$ cat config.mk
export PLATFORM = sky130hd
export DESIGN_NAME = tachometer_rpm_with_spi_report
export DESIGN_NICKNAME = d
export VERILOG_FILES = /design/src/rtl/tach_pkg.sv /design/src/rtl/tach_ctrl.sv /design/src/rtl/tach_dp.sv /design/src/rtl/tachometer_rpm_with_spi_report.sv
export SDC_FILE = /design/constraint.sdc
export NUM_CORES = 1
export LEC_CHECK = 0
export BUFFER_PORTS_ARGS = -buffer_cell sky130_fd_sc_hd__buf_2
export CAP_MARGIN = 25
export CORE_ASPECT_RATIO = 0.9
export CORE_MARGIN = 10
export CORE_UTILIZATION = 30
export DETAILED_ROUTE_END_ITERATION = 12
export PLACE_DENSITY = 0.54
export SLEW_MARGIN = 20
export SYNTH_ARGS = -nofsm -noshare
export SYNTH_HDL_FRONTEND = slang
export SYNTH_HIERARCHICAL = 1
export SYNTH_SLANG_ARGS = --single-unit
$ cat constraint.sdc
create_clock -name clk -period 3.5 [get_ports clk]
set_input_delay 0.175 -clock clk [delete_from_list [all_inputs] [get_ports clk]]
set_output_delay 0.175 -clock clk [all_outputs]
set_load 0.005 [all_outputs]
$ cat src/rtl/tach_pkg.sv
// ----------------------------------------------------------------------------
// tach_pkg: shared definitions for the tachometer block
// Request codes, register indexes, reset values and the command and status
// structs passed between controller and datapath.
// ----------------------------------------------------------------------------
package tach_pkg;

  // request kinds carried in the low bits of s_tuser
  localparam logic [1:0] REQ_TICK  = 2'd0;
  localparam logic [1:0] REQ_PULSE = 2'd1;
  localparam logic [1:0] REQ_SPI   = 2'd2;
  localparam logic [1:0] REQ_NONE  = 2'd3;

  // configuration register indexes
  localparam logic [1:0] CFG_TIMEOUT   = 2'd0;
  localparam logic [1:0] CFG_NUMERATOR = 2'd1;
  localparam logic [1:0] CFG_LIMIT     = 2'd2;
  localparam logic [1:0] CFG_COMMAND   = 2'd3;

  localparam int CFG_ADDR_W = 2;
  localparam int CFG_DATA_W = 16;

  // register reset values
  localparam logic [15:0] TIMEOUT_RST   = 16'd1000;
  localparam logic [15:0] NUMERATOR_RST = 16'd60000;
  localparam logic [15:0] LIMIT_RST     = 16'd1500;
  localparam logic [7:0]  COMMAND_RST   = 8'h49;  // 'I'

  // report frame
  localparam int         FRAME_BYTES = 7;
  localparam logic [7:0] CH_OPEN     = 8'h5B;  // '['
  localparam logic [7:0] CH_R        = 8'h52;  // 'R'
  localparam logic [7:0] CH_A        = 8'h41;  // 'A'
  localparam logic [7:0] CH_B        = 8'h42;  // 'B'
  localparam logic [7:0] CH_COMMA    = 8'h2C;  // ','
  localparam logic [7:0] CH_CLOSE    = 8'h5D;  // ']'

  // stream payload widths
  localparam int S_TDATA_W = 8;
  localparam int S_TUSER_W = 3;
  localparam int M_TDATA_W = 32;
  localparam int M_TUSER_W = 1;

  // controller to datapath
  typedef struct packed {
    logic load_in;
    logic start_div;
    logic div_step;
    logic commit;
  } tach_cmd_t;

  // datapath to controller
  typedef struct packed {
    logic need_div;
    logic div_last;
    logic out_free;
  } tach_status_t;

endpackage

$ cat src/rtl/tach_ctrl.sv
// ----------------------------------------------------------------------------
// tach_ctrl: sequencing of one item
// Takes an item, runs the serial divider when a pulse needs it, then commits
// the update and loads the output register once that is free.
// ----------------------------------------------------------------------------
module tach_ctrl (
  input  logic                  clk,
  input  logic                  rst,
  input  logic                  s_tvalid,
  output logic                  s_tready,
  input  tach_pkg::tach_status_t status,
  output tach_pkg::tach_cmd_t    cmd
);
  import tach_pkg::*;

  localparam logic [1:0] ST_IDLE = 2'd0;
  localparam logic [1:0] ST_EXEC = 2'd1;
  localparam logic [1:0] ST_DIV  = 2'd2;
  localparam logic [1:0] ST_FIN  = 2'd3;

  logic [1:0] state;
  logic [1:0] state_next;

  assign s_tready = (state == ST_IDLE);

  // next state and commands
  always_comb begin
    state_next    = state;
    cmd           = '0;
    cmd.load_in   = 1'b0;
    unique case (state)
      ST_IDLE: begin
        if (s_tvalid) begin
          cmd.load_in = 1'b1;
          state_next  = ST_EXEC;
        end
      end
      ST_EXEC: begin
        if (status.need_div) begin
          cmd.start_div = 1'b1;
          state_next    = ST_DIV;
        end else begin
          state_next = ST_FIN;
        end
      end
      ST_DIV: begin
        cmd.div_step = 1'b1;
        if (status.div_last) begin
          state_next = ST_FIN;
        end
      end
      ST_FIN: begin
        if (status.out_free) begin
          cmd.commit = 1'b1;
          state_next = ST_IDLE;
        end
      end
      default: state_next = ST_IDLE;
    endcase
  end

  // state register
  always_ff @(posedge clk) begin
    if (rst) begin
      state <= ST_IDLE;
    end else begin
      state <= state_next;
    end
  end

endmodule

$ cat src/rtl/tach_dp.sv
// ----------------------------------------------------------------------------
// tach_dp: tachometer datapath
// Configuration registers, period counter, speed and sensor state, report
// frame state, a 16-step restoring divider and the output register.
// ----------------------------------------------------------------------------
module tach_dp (
  input  logic                              clk,
  input  logic                              rst,
  input  logic                              cfg_we,
  input  logic [tach_pkg::CFG_ADDR_W-1:0]   cfg_addr,
  input  logic [tach_pkg::CFG_DATA_W-1:0]   cfg_data,
  input  logic [tach_pkg::S_TDATA_W-1:0]    s_tdata,
  input  logic [tach_pkg::S_TUSER_W-1:0]    s_tuser,
  output logic                              m_tvalid,
  input  logic                              m_tready,
  output logic [tach_pkg::M_TDATA_W-1:0]    m_tdata,
  output logic [tach_pkg::M_TUSER_W-1:0]    m_tuser,
  output logic                              m_tlast,
  input  tach_pkg::tach_cmd_t               cmd,
  output tach_pkg::tach_status_t            status
);
  import tach_pkg::*;

  // configuration
  logic [15:0] timeout_ticks;
  logic [15:0] rpm_numerator;
  logic [15:0] overspeed_limit;
  logic [7:0]  command_byte;

  // measurement and frame state
  logic [15:0] tick_count,  tick_count_next;
  logic [15:0] speed_value, speed_value_next;
  logic        sensor_sel,  sensor_sel_next;
  logic [15:0] snap_rpm,    snap_rpm_next;
  logic        snap_sensor, snap_sensor_next;
  logic        frame_pending, frame_pending_next;
  logic [2:0]  frame_index, frame_index_next;

  // latched item
  logic [1:0]  req;
  logic        pulse_sensor;
  logic [7:0]  rx_byte;

  // divider
  logic [15:0] div_rem;
  logic [15:0] div_quo;
  logic [15:0] div_den;
  logic [3:0]  div_cnt;
  logic [16:0] div_shift;
  logic [16:0] div_diff;

  // result
  logic        tx_valid;
  logic [7:0]  tx_byte;
  logic        frame_last;
  logic [15:0] tick_inc;

  function automatic logic [7:0] frame_byte(input logic [2:0] idx, input logic snap_s,
                                            input logic [15:0] snap_r);
    logic [7:0] b;
    unique case (idx)
      3'd0:    b = CH_OPEN;
      3'd1:    b = CH_R;
      3'd2:    b = snap_s ? CH_B : CH_A;
      3'd3:    b = CH_COMMA;
      3'd4:    b = snap_r[7:0];
      3'd5:    b = snap_r[15:8];
      default: b = CH_CLOSE;
    endcase
    return b;
  endfunction

  // configuration writes
  always_ff @(posedge clk) begin
    if (rst) begin
      timeout_ticks   <= TIMEOUT_RST;
      rpm_numerator   <= NUMERATOR_RST;
      overspeed_limit <= LIMIT_RST;
      command_byte    <= COMMAND_RST;
    end else if (cfg_we) begin
      unique case (cfg_addr)
        CFG_TIMEOUT:   timeout_ticks   <= cfg_data;
        CFG_NUMERATOR: rpm_numerator   <= cfg_data;
        CFG_LIMIT:     overspeed_limit <= cfg_data;
        CFG_COMMAND:   command_byte    <= cfg_data[7:0];
        default:       ;
      endcase
    end
  end

  // item latch
  always_ff @(posedge clk) begin
    if (cmd.load_in) begin
      req          <= s_tuser[1:0];
      pulse_sensor <= s_tuser[2];
      rx_byte      <= s_tdata[7:0];
    end
  end

  // restoring divider, one quotient bit per cycle
  assign div_shift = {div_rem, div_quo[15]};
  assign div_diff  = div_shift - {1'b0, div_den};

  always_ff @(posedge clk) begin
    if (cmd.start_div) begin
      div_rem <= '0;
      div_quo <= rpm_numerator;
      div_den <= tick_count;
      div_cnt <= '0;
    end else if (cmd.div_step) begin
      if (!div_diff[16]) begin
        div_rem <= div_diff[15:0];
        div_quo <= {div_quo[14:0], 1'b1};
      end else begin
        div_rem <= div_shift[15:0];
        div_quo <= {div_quo[14:0], 1'b0};
      end
      div_cnt <= div_cnt + 4'd1;
    end
  end

  // status to controller
  assign status.need_div = (req == REQ_PULSE) && (pulse_sensor == sensor_sel) &&
                           (tick_count != 16'd0);
  assign status.div_last = (div_cnt == 4'd15);
  assign status.out_free = !m_tvalid || m_tready;

  assign tick_inc = tick_count + 16'd1;

  // state update for the latched item
  always_comb begin
    tick_count_next    = tick_count;
    speed_value_next   = speed_value;
    sensor_sel_next    = sensor_sel;
    snap_rpm_next      = snap_rpm;
    snap_sensor_next   = snap_sensor;
    frame_pending_next = frame_pending;
    frame_index_next   = frame_index;
    tx_valid           = 1'b0;
    tx_byte            = 8'd0;
    frame_last         = 1'b0;
    unique case (req)
      REQ_TICK: begin
        if (tick_inc == timeout_ticks) begin
          tick_count_next  = 16'd0;
          speed_value_next = 16'd0;
        end else begin
          tick_count_next = tick_inc;
        end
      end
      REQ_PULSE: begin
        if (pulse_sensor == sensor_sel) begin
          if (tick_count == 16'd0) begin
            speed_value_next = 16'd0;
          end else begin
            speed_value_next = div_quo;
            tick_count_next  = 16'd0;
          end
        end
      end
      REQ_SPI: begin
        if (rx_byte == command_byte) begin
          // snapshot before any sensor switch
          snap_rpm_next      = speed_value;
          snap_sensor_next   = sensor_sel;
          frame_pending_next = 1'b1;
          frame_index_next   = 3'd0;
          if (speed_value > overspeed_limit) begin
            sensor_sel_next = !sensor_sel;
            tick_count_next = 16'd0;
          end
        end else if (frame_pending) begin
          tx_valid = 1'b1;
          tx_byte  = frame_byte(frame_index, snap_sensor, snap_rpm);
          if (frame_index >= 3'(FRAME_BYTES - 1)) begin
            frame_last         = 1'b1;
            frame_pending_next = 1'b0;
            frame_index_next   = 3'd0;
          end else begin
            frame_index_next = frame_index + 3'd1;
          end
        end
      end
      REQ_NONE: ;
      default: ;
    endcase
  end

  // state registers, updated at commit
  always_ff @(posedge clk) begin
    if (rst) begin
      tick_count    <= '0;
      speed_value   <= '0;
      sensor_sel    <= 1'b0;
      snap_rpm      <= '0;
      snap_sensor   <= 1'b0;
      frame_pending <= 1'b0;
      frame_index   <= '0;
    end else if (cmd.commit) begin
      tick_count    <= tick_count_next;
      speed_value   <= speed_value_next;
      sensor_sel    <= sensor_sel_next;
      snap_rpm      <= snap_rpm_next;
      snap_sensor   <= snap_sensor_next;
      frame_pending <= frame_pending_next;
      frame_index   <= frame_index_next;
    end
  end

  // output register
  always_ff @(posedge clk) begin
    if (rst) begin
      m_tvalid <= 1'b0;
    end else if (cmd.commit) begin
      m_tvalid <= 1'b1;
    end else if (m_tready) begin
      m_tvalid <= 1'b0;
    end
  end

  always_ff @(posedge clk) begin
    if (cmd.commit) begin
      m_tdata <= {7'd0, sensor_sel_next, speed_value_next, tx_byte};
      m_tuser <= tx_valid;
      m_tlast <= frame_last;
    end
  end

endmodule

$ cat src/rtl/tachometer_rpm_with_spi_report.sv
// ----------------------------------------------------------------------------
// tachometer_rpm_with_spi_report: period tachometer with SPI report frames
// Top level: controller and datapath joined by command and status structs.
// ----------------------------------------------------------------------------
// Each item is a millisecond tick, a sensor pulse or an SPI byte, and gives
// exactly one result item. A result is loaded into the output register as
// the controller leaves its finish state, after its execute state; only then
// can the next item be taken. A pulse from the active sensor with a nonzero
// period count also passes the divide state, where the restoring divider
// produces one quotient bit per cycle. A result that is not taken holds its
// item in the finish state, and the next item waiting, until the output
// register frees. Configuration writes are taken in any cycle and belong
// while the block is idle. No clearing pass is needed after reset.
module tachometer_rpm_with_spi_report (
  input  logic                              clk,
  input  logic                              rst,
  // configuration
  input  logic                              cfg_we,
  input  logic [tach_pkg::CFG_ADDR_W-1:0]   cfg_addr,
  input  logic [tach_pkg::CFG_DATA_W-1:0]   cfg_data,
  // input items
  input  logic                              s_tvalid,
  output logic                              s_tready,
  input  logic [tach_pkg::S_TDATA_W-1:0]    s_tdata,  // [7:0] spi_rx_byte
  input  logic [tach_pkg::S_TUSER_W-1:0]    s_tuser,  // [1:0] req_type, [2] pulse_sensor
  // result items
  output logic                              m_tvalid,
  input  logic                              m_tready,
  output logic [tach_pkg::M_TDATA_W-1:0]    m_tdata,  // [7:0] tx_byte, [23:8] speed_rpm,
                                                      // [24] active_sensor, rest zero
  output logic [tach_pkg::M_TUSER_W-1:0]    m_tuser,  // [0] tx_valid
  output logic                              m_tlast   // frame_last
);
  import tach_pkg::*;

  tach_cmd_t    cmd;
  tach_status_t status;

  tach_ctrl u_ctrl (
    .clk      (clk),
    .rst      (rst),
    .s_tvalid (s_tvalid),
    .s_tready (s_tready),
    .status   (status),
    .cmd      (cmd)
  );

  tach_dp u_dp (
    .clk      (clk),
    .rst      (rst),
    .cfg_we   (cfg_we),
    .cfg_addr (cfg_addr),
    .cfg_data (cfg_data),
    .s_tdata  (s_tdata),
    .s_tuser  (s_tuser),
    .m_tvalid (m_tvalid),
    .m_tready (m_tready),
    .m_tdata  (m_tdata),
    .m_tuser  (m_tuser),
    .m_tlast  (m_tlast),
    .cmd      (cmd),
    .status   (status)
  );

  // busy straight after taking an item
  a_busy_after_accept: assert property (@(posedge clk) disable iff (rst)
    (s_tvalid && s_tready) |=> !s_tready)
    else $error("item accepted while previous item in progress");

  // commit only into a free output register
  a_commit_free: assert property (@(posedge clk) disable iff (rst)
    cmd.commit |-> status.out_free)
    else $error("result committed over an untaken result");

  // divider only started for an active-sensor pulse with a period
  a_div_needed: assert property (@(posedge clk) disable iff (rst)
    cmd.start_div |-> status.need_div)
    else $error("divider started without need");

  // a new result appears only after a commit
  a_valid_from_commit: assert property (@(posedge clk) disable iff (rst)
    $rose(m_tvalid) |-> $past(cmd.commit))
    else $error("result valid without commit");

endmodule
==> flow_metrics.py, run 1 <==
metrics = {
    "setup_path": {
        "startpoint_type": "register",
        "endpoint_kind": "register",
        "rr_startpoint": "u_dp/tick_count[0]",
        "crit_fanout": 12,
        "crit_type": "register to register",
        "slowest_delay_ns": 0.52,
        "regToRegSetupSlack_ns": 0.26,
        "cp_data_required_time_ns": 3.81,
        "r2r-end": "u_dp/speed_value[8]",
        "cp_cell_sequence": "ha_1, and3_1, nand3_1, xnor2_1, or4_4, nor4_4, nand2_2, a21oi_4, buf_4, a311oi_1",
        "cpMaxStageDelayCell": "or4_4",
        "crit_arrival_ns": 3.54,
        "r2r_cells": 10,
    },
    "floorplanning": {
        "fp.dieH_um": 195,
        "std_cell_rows": 64,
        "dieWidth_um": 215,
        "core-area_mm2": 0.0339,
        "initial_utilization": 0.303,
        "io_pins": 70,
        "dieArea_mm2": 0.0420,
    },
    "layout": {
        "final_nets": 1255,
        "num_antenna_cells": 0,
        "final-instance-count-excl-fill": 1652,
        "drive_above_1_share": 0.150,
        "nFillCells": 3383,
        "syn_to_final_growth_pct": 19.9,
    },
    "timing": {
        "max_slew_margin": 0.458,
        "tns_ns": 0,
        "worst_slew_pin_slew_ns": 0.812,
        "whs_ns": 0.0701,
        "hold_violations": 0,
        "min_period_over_period": 0.925,
        "rsz0062_at_grt": "false",
        "max_freq_mhz": 309,
        "fin_crit_ns": 3.24,
        "skew_ns": 0.0110,
        "setup_viol": 0,
        "finalMaxSlewViolations": 0,
        "timing.final.ws_setup_ns": 0.262,
    },
    "clocking": {
        "clock_path_buffers": 3,
        "numCtsBuffers": 24,
        "cts_tree": "built",
        "htree_num_levels": 1,
        "postCtsResizedCells": 0,
        "clkTransAtPathRegs_ns": 0.06,
        "clock_sinks": 203,
        "worstSkewPairLatency_ns": 0.52,
        "cts_root_buf": "clkbuf_16",
    },
    "placed_design": {
        "dp_hpwl_um": 20300,
        "placed_cells": 1580,
        "port_buffers": 62,
        "preCtsSetupSlack_ns": 0.308,
        "place_congestion": 0.855,
    },
    "synthesis": {
        "seq_area_frac_synth": 0.465,
        "synth_mux_area_frac": 0.0458,
        "synth_edf_count": 70,
        "ys.flop_type": "dfxtp_1",
        "syn_area_mm2": 0.0102,
        "synth_area_per_cell_um2": 9.51,
        "ys_types": 74,
        "yosys-top-cells-area": "dfxtp_1, edfxtp_1, nand2_1",
        "async_reset_ff_frac": 0,
        "synth_area_leader_cell": "dfxtp_1",
        "synth_compound_gate_area_share": 0.158,
        "synth-xor-area-share": 0.0385,
        "synthCells": 1077,
        "synth_seq_cells": 203,
        "synthAdderAreaFrac": 0.0606,
        "yosys_warnings": 6,
        "synth_top_area_frac": 0.260,
        "synth_simple_gate_area_frac": 0.176,
        "synth_top_family_by_area": "simple AND/OR/NAND/NOR gates",
    },
    "detailed_routing": {
        "routed_wl_um": 27800,
        "vias": 8098,
        "drc": 0,
        "detail-route-antenna-nets": 0,
        "wl_per_cell_um": 16.8,
        "drt_first_pass_iters": 6,
        "vias_per_cell": 4.90,
        "drt-initial-drc-count": 579,
    },
    "grt": {
        "grt_use_total": 0.129,
        "grt_pass1_wl_um": 44400,
        "overflow": 0,
        "grt_pass1_vias": 7825,
        "grt_max_degree": 81,
        "antenna_found_initial": 0,
    },
    "power": {
        "power_density_mw_per_mm2": 609,
        "pwr-share-seq": 0.395,
        "leakagePower_uw": 0.00472,
        "p_sw_frac": 0.301,
        "p_int_uw": 5230,
        "power_frac_comb": 0.249,
        "p_sw_uw": 2260,
        "pwr-share-clk": 0.356,
        "peakVddDrop_uv": 305,
    },
    "hold_path": {
        "holdPathStages": 4,
        "whs_endpoint": "u_ctrl/state[1]",
        "hp-start": "s_tvalid",
        "worstHoldPathType": "primary input to register",
    },
    "run": {
        "maxCapViolations": 0,
    },
    "status": {
        "run_status": "completed",
    },
}
worst max-delay path by stage:
stage	start	endpoint	depth (start not counted)
after floorplan	u_dp/tick_count[0]	u_dp/div_quo[0]	9
after global placement	u_dp/tick_count[0]	u_dp/speed_value[8]	10
after detailed placement	u_dp/tick_count[0]	u_dp/speed_value[8]	10
after CTS	u_dp/tick_count[0]	u_dp/speed_value[8]	10
after global routing	u_dp/div_quo[15]	u_dp/div_rem[4]	13
final	u_dp/tick_count[0]	u_dp/speed_value[8]	10
stage by stage:
stage	total power, uW	util	instance area (um2)
6_report	7490	0.363	12300
5_1_grt	7920	0.363	12300
4_1_cts	7570	0.362	12300
3_5_place_dp	4850	0.329	11200
3_3_place_gp	4820	0.329	11100
2_1_floorplan	4330	-	10300
cell usage in the layout (no fill, tap or decap), types with 14 or more instances in the layout:
master / instances
edfxtp_1: 70
xnor2_1: 32
nand3b_1: 24
nand3_1: 25
dlygate4sd3_1: 27
mux2_2: 15
o21ai_0: 14
a22o_1: 19
dfxtp_1: 133
clkbuf_16: 24
a311oi_1: 17
ha_1: 48
nand2_1: 161
a211oi_1: 18
nor2_1: 71
buf_4: 38
buf_2: 62
mux2i_1: 30
a21oi_1: 96
inv_1: 64
logic make-up after synthesis:
group | count (synthesis)
flip-flops | 203
multiplexers | 45
buffers and inverters | 130
XOR/XNOR | 45
other | 1
adder cells (fa/ha/maj) | 49
AO/OA/AOI/OAI | 235
AND/OR/NAND/NOR | 369
cells in the mapped netlist, drive strengths merged, types with 7 or more instances:
cell type    n
a211oi      19
a21o        12
a21oi       97
a22o        23
a311oi      18
and3         7
buf         21
clkbuf      45
dfxtp      133
edfxtp      70
ha          48
inv         64
mux2        15
mux2i       30
nand2      162
nand2b      13
nand3       25
nand3b      24
nand4       14
nor2        71
nor2b        9
nor3        14
o21ai       16
xnor2       32
xor2        13
critical path, delay by kind of cell (launching register included):
| family | cells | cell delay, ns |
|---|---|---|
| compound gates | 2 | 0.53 |
| buf+inv | 1 | 0.26 |
| fa+ha+maj | 1 | 0.28 |
| simple gates | 5 | 1.32 |
| flops | 1 | 0.47 |
| xor+xnor | 1 | 0.18 |
what timing repair did:
item                                    CTS  global route
endpoints found under the setup margin    0             0
hold buffers                             27             0
hold endpoints to repair                 60             0
buffers inserted                          0             0
power groups by stage:
stage                     combinational, uW  clock [uW]  sequential [uW]
after detailed placement               1850           0             3000
after floorplan                        1400           0             2930
final                                  1860        2670             2950
after CTS                              1880        2740             2950
after global routing                   2100        2840             2990
after global placement                 1820           0             3000
sequential cells by signal, indices dropped and copies added (netlist names), 16 cells and up:
signal and cells:
u_dp/div_den 16, u_dp/div_quo 16, u_dp/div_rem 16, u_dp/m_tdata 25, u_dp/overspeed_limit 16, u_dp/rpm_numerator 16
u_dp/snap_rpm 16, u_dp/speed_value 16, u_dp/tick_count 16, u_dp/timeout_ticks 16
cell type report:
| class | instances | area [um2] | share of cell area |
|---|---|---|---|
| repair buffers | 129 | 897 | 0.0730 |
| clock buffers | 31 | 647 | 0.0527 |
| well taps | 462 | 578 | 0.0471 |
| multi-input cells | 750 | 4960 | 0.404 |
| clock inverters | 13 | 200 | 0.0163 |
| flip-flops and latches | 203 | 4760 | 0.388 |
| inverters | 64 | 240 | 0.0196 |
routing by layer:
layer	share of wire	vias up	track usage
met4	0.0099	0	0.0255
met3	0.067	17	0.0252
met5	0	-	0
met1	0.52	3841	0.197
met2	0.41	219	0.182
li1	-	4021	-
No activity file was read; power rests on OpenSTA's default activity.
==> run 2, diff against run 1 <==
--- a/config.mk
+++ b/config.mk
@@ -10,8 +10,10 @@
 export CORE_ASPECT_RATIO = 0.9
 export CORE_MARGIN = 10
 export CORE_UTILIZATION = 30
+export CTS_BUF_LIST = sky130_fd_sc_hd__clkbuf_8
 export DETAILED_ROUTE_END_ITERATION = 12
 export PLACE_DENSITY = 0.54
+export SETUP_SLACK_MARGIN = 0.3
 export SLEW_MARGIN = 20
 export SYNTH_ARGS = -nofsm -noshare
 export SYNTH_HDL_FRONTEND = slang
==> constraint.sdc (replaced) <==
create_clock -name clk -period 2.63 [get_ports clk]
set_input_delay 0.1315 -clock clk [delete_from_list [all_inputs] [get_ports clk]]
set_output_delay 0.1315 -clock clk [all_outputs]
set_load 0.005 [all_outputs]
==> flow_metrics.py, run 2 (same netlist as run 1, synthesis figures left out) <==
metrics = {
    "layout": {
        "top_register": "u_dp/m_tdata",
        "final_cell_mix": "nand2_1, dfxtp_1, buf_4",
        "final-instance-count-excl-fill": 1772,
        "nFillCells": 3315,
        "final_nets": 1362,
        "drive_above_1_share": 0.295,
        "num_antenna_cells": 0,
        "final_area_mm2": 0.0137,
        "syn_to_final_growth_pct": 33.3,
        "layout_commonest_cell": "nand2_1",
        "largest_reg_flops": 25,
    },
    "placed_design": {
        "dp_hpwl_um": 21300,
        "place_congestion": 0.844,
        "placed_cell_area_mm2": 0.0118,
        "placed_cells": 1639,
        "port_buffers": 62,
    },
    "detailed_routing": {
        "detail-route-antenna-nets": 0,
        "wl_per_cell_um": 17.2,
        "vias_per_cell": 4.91,
        "drt_first_pass_iters": 5,
        "vias": 8692,
        "drc": 0,
        "drt-initial-drc-count": 568,
        "routed_wl_um": 30500,
    },
    "timing": {
        "setup_viol": 62,
        "rsz0062_at_grt": "true",
        "max_freq_mhz": 361,
        "finalMaxSlewViolations": 0,
        "min_period_over_period": 1.05,
        "fin_crit_ns": 2.77,
        "hold_violations": 0,
        "skew_ns": 0.0215,
        "worst_slew_pin_slew_ns": 0.750,
        "timing.final.ws_setup_ns": -0.137,
        "max_slew_margin": 0.498,
        "whs_ns": 0.133,
    },
    "grt": {
        "grt_use_total": 0.141,
        "grt_max_degree": 102,
        "overflow": 0,
        "antenna_found_initial": 0,
        "grt_pass1_vias": 8564,
        "grt_pass1_wl_um": 47900,
    },
    "power": {
        "leakagePower_uw": 0.00536,
        "power_density_mw_per_mm2": 773,
        "peakVddDrop_uv": 357,
    },
    "floorplanning": {
        "std_cell_rows": 64,
        "dieWidth_um": 215,
        "initial_utilization": 0.303,
        "core-area_mm2": 0.0339,
        "dieArea_mm2": 0.0420,
        "io_pins": 70,
        "fp.dieH_um": 195,
    },
    "status": {
        "run_status": "finished, violations left",
        "violations": "setup timing",
    },
    "clocking": {
        "clock_path_buffers": 3,
        "htree_num_levels": 2,
        "cts_root_buf": "clkbuf_8",
        "clkTransAtPathRegs_ns": 0.07,
        "numCtsBuffers": 39,
        "worstSkewPairLatency_ns": 0.56,
        "clock_sinks": 203,
        "cts_tree": "built",
    },
    "setup_path": {
        "cp_data_required_time_ns": 3.11,
        "crit_fanout": 5,
        "crit_arrival_ns": 3.25,
        "endpoint_kind": "register",
        "crit_type": "register to register",
        "startpoint_type": "register",
    },
    "run": {
        "maxCapViolations": 0,
    },
    "hold_path": {
        "worstHoldPathType": "primary input to register",
    },
}
run 2: metal layers:
layer | wire length [um] | global-route usage
met2 | 12400 | 0.198
met1 | 15500 | 0.209
met5 | 0 | 0
met4 | 528 | 0.0459
met3 | 1980 | 0.0295
run 2: final cells by class:
| type | count | area [um2] | area share |
|---|---|---|---|
| Clock inverter | 25 | 163 | 0.0119 |
| Sequential cell | 203 | 4790 | 0.351 |
| Inverter | 64 | 243 | 0.0178 |
| Timing Repair Buffer | 220 | 1750 | 0.128 |
| Multi-Input combinational cell | 751 | 5490 | 0.402 |
| Clock buffer | 47 | 647 | 0.0473 |
| Tap cell | 462 | 578 | 0.0423 |
run 2: repair_timing:
action | CTS | global route
endpoints found under the hold margin | 69 | 0
endpoints found under the setup margin | 83 | 113
pin swaps | 43 | 18
buffers inserted | 18 | 10
cloned | 2 | 1
hold buffers | 29 | 0
resized for setup | 80 | 28
run 2: worst paths after layout:
path | to | from | cells past startpoint | slack (ns)
hold reg to reg | u_dp/overspeed_limit[12] | u_dp/overspeed_limit[12] | 2 | 0.45
setup reg to reg | u_dp/tick_count[3] | u_dp/overspeed_limit[15] | 12 | -0.14
setup / recovery | u_dp/tick_count[3] | u_dp/overspeed_limit[15] | 12 | -0.14
hold / removal | u_dp/timeout_ticks[2] | cfg_addr[1] | 5 | 0.13
run 2: power breakdown:
| group | leakage, uW | switching, uW | total (uW) | internal [uW] |
|---|---|---|---|---|
| combinational | 0.00316 | 1730 | 3390 | 1660 |
| clock | 0.000446 | 1420 | 3250 | 1830 |
| sequential | 0.00176 | 296 | 3930 | 3630 |
run 2: critical path, cell delays in order (launching register included):
cell      delay (ns)
dfxtp_2         0.34
inv_2           0.04
ha_4            0.26
nand4_1         0.14
or4_4           0.52
buf_6           0.14
a21o_1          0.18
and4_4          0.21
a211oi_4        0.27
buf_6           0.18
and2_4          0.16
buf_6           0.11
a22o_1          0.13
run 2: stage by stage:
stage | power, uW | util | TNS, ns | setup WS (ns)
detailed placement | 6800 | 0.348 | -8.74 | -0.312
global route | 11200 | 0.403 | -10.82 | -0.214
floorplan | 5980 | - | -2.18 | -0.169
CTS | 10500 | 0.397 | -2.82 | -0.0987
global placement | 6760 | 0.348 | -8.22 | -0.311
finish | 10600 | 0.403 | -4.18 | -0.137
==> run 3, diff against run 2 <==
--- a/config.mk
+++ b/config.mk
@@ -6,12 +6,13 @@
 export NUM_CORES = 1
 export LEC_CHECK = 0
 export BUFFER_PORTS_ARGS = -buffer_cell sky130_fd_sc_hd__buf_2
-export CAP_MARGIN = 25
+export CAP_MARGIN = 20
 export CORE_ASPECT_RATIO = 0.9
 export CORE_MARGIN = 10
 export CORE_UTILIZATION = 30
 export CTS_BUF_LIST = sky130_fd_sc_hd__clkbuf_8
 export DETAILED_ROUTE_END_ITERATION = 12
+export GPL_TIMING_DRIVEN = 0
 export PLACE_DENSITY = 0.54
 export SETUP_SLACK_MARGIN = 0.3
 export SLEW_MARGIN = 20
==> flow_metrics.py, run 3 (same netlist as run 1, synthesis figures left out) <==
metrics = {
    "grt": {
        "overflow": 0,
        "grt_pass1_vias": 8521,
        "grt_use_total": 0.140,
        "antenna_found_initial": 0,
        "grt_max_degree": 31,
        "grt_pass1_wl_um": 47600,
    },
    "placed_design": {
        "preCtsSetupSlack_ns": -0.583,
        "port_buffers": 62,
        "placed_cells": 1607,
        "place_congestion": 0.833,
        "dp_hpwl_um": 21100,
        "placed_cell_area_mm2": 0.0114,
    },
    "layout": {
        "layout_commonest_cell": "nand2_1",
        "final-instance-count-excl-fill": 1774,
        "final_area_mm2": 0.0137,
        "nFillCells": 3349,
        "final_cell_mix": "nand2_1, dfxtp_1, a21oi_1",
        "num_antenna_cells": 0,
        "top_register": "u_dp/m_tdata",
        "largest_reg_flops": 25,
        "finish.utilization": 0.403,
        "syn_to_final_growth_pct": 33.3,
        "final_nets": 1365,
        "drive_above_1_share": 0.290,
    },
    "setup_path": {
        "crit_arrival_ns": 3.07,
        "crit_fanout": 7,
        "regToRegSetupSlack_ns": -0.15,
        "endpoint": "u_dp/m_tdata[13]",
        "startpoint": "u_dp/tick_count[3]",
        "startpoint_type": "register",
        "cp_data_required_time_ns": 2.92,
        "crit_type": "register to register",
        "r2r-end": "u_dp/m_tdata[13]",
        "rr_startpoint": "u_dp/tick_count[3]",
        "endpoint_kind": "register",
        "r2r_cells": 11,
    },
    "clocking": {
        "clkTransAtPathRegs_ns": 0.06,
        "worstSkewPairLatency_ns": 0.55,
        "htree_num_levels": 2,
        "clock_sinks": 203,
        "cts_root_buf": "clkbuf_8",
        "numCtsBuffers": 38,
        "clock_path_buffers": 3,
        "cts_tree": "built",
    },
    "timing": {
        "finalMaxSlewViolations": 0,
        "worst_slew_pin_slew_ns": 0.968,
        "fin_crit_ns": 2.78,
        "max_slew_margin": 0.355,
        "hold_violations": 0,
        "skew_ns": 0.0371,
        "timing.final.ws_setup_ns": -0.148,
        "min_period_over_period": 1.06,
        "rsz0062_at_grt": "true",
        "setup_viol": 42,
        "max_freq_mhz": 360,
    },
    "status": {
        "run_status": "finished, violations left",
        "violations": "setup timing",
    },
    "floorplanning": {
        "io_pins": 70,
        "dieWidth_um": 215,
        "dieArea_mm2": 0.0420,
        "core-area_mm2": 0.0339,
        "std_cell_rows": 64,
        "fp.dieH_um": 195,
        "initial_utilization": 0.303,
    },
    "power": {
        "power_density_mw_per_mm2": 778,
        "peakVddDrop_uv": 368,
        "leakagePower_uw": 0.00533,
        "total_power_uw": 10600,
    },
    "detailed_routing": {
        "drt_first_pass_iters": 5,
        "drc": 0,
        "drt-initial-drc-count": 648,
        "vias_per_cell": 4.91,
        "vias": 8716,
        "routed_wl_um": 30400,
        "detail-route-antenna-nets": 0,
        "wl_per_cell_um": 17.1,
    },
    "hold_path": {
        "worstHoldPathType": "primary input to register",
    },
    "run": {
        "maxCapViolations": 0,
    },
}
[run 3: changes by cell type in the layout (fill, tap and decap cells not counted), sizes merged]
cell and change:
clkbuf +40, buf -36, clkinv -8, inv +6
and2 +1, bufinv -1
[run 3: worst min-delay path by stage]
stage	from	endpoint	slack (ns)	cells after the start
after floorplan	s_tuser[2]	u_dp/pulse_sensor	0.23	0
after global placement	s_tdata[2]	u_dp/rx_byte[2]	0.31	1
after detailed placement	s_tdata[2]	u_dp/rx_byte[2]	0.31	1
after CTS	cfg_addr[0]	u_dp/overspeed_limit[9]	0.02	4
after global routing	cfg_addr[0]	u_dp/overspeed_limit[11]	0.10	4
final	cfg_addr[0]	u_dp/overspeed_limit[9]	0.06	4
[run 3: what timing repair did]
item                                   in CTS  in global routing
hold buffers                               29                  0
pin swaps                                  41                 27
buffers inserted                           49                 12
endpoints found under the hold margin      69                  0
resized for setup                         114                 53
setup endpoints to repair                 116                117
gates cloned                                4                  3
[run 3: final cells by class]
type / count / area [um2] / area share
clock buffer: 48 / 661 / 0.0483
timing repair buffer: 157 / 1190 / 0.0872
buffer: 66 / 479 / 0.0351
multi-input combinational: 752 / 5580 / 0.409
tap: 462 / 578 / 0.0423
clock inverter: 22 / 123 / 0.00897
sequential: 203 / 4810 / 0.352
inverter: 64 / 243 / 0.0178
[run 3: through the flow]
step	setup TNS (ns)	hold WS, ns
final	-3.01	0.0576
after detailed placement	-34.86	0.310
after global routing	-8.85	0.101
after CTS	-3.45	0.0209
after floorplan	-2.18	0.230
after global placement	-33.24	0.309
[run 3: metal layers]
metal | share of wire | wire, um | track usage
met3 | 0.064 | 1950 | 0.0290
met1 | 0.50 | 15100 | 0.203
met2 | 0.42 | 12900 | 0.204
met4 | 0.016 | 493 | 0.0373
met5 | 0 | 0 | 0
[run 3: where the power goes]
part,switching (uW),total (uW),internal (uW),leakage [uW]
sequential,315,3950,3630,0.00176
combinational,1840,3590,1750,0.00311
clock,1350,3090,1740,0.000456
total,3500,10600,7130,0.00533
[run 3: critical path: stages (launching register included)]
cell,delay [ns]
dfxtp_2,0.32
buf_6,0.13
and4_1,0.19
buf_6,0.14
a31oi_2,0.19
a211oi_1,0.07
a211o_1,0.31
a2111oi_4,0.39
nand2_2,0.17
a21o_4,0.29
buf_6,0.14
a22o_1,0.18
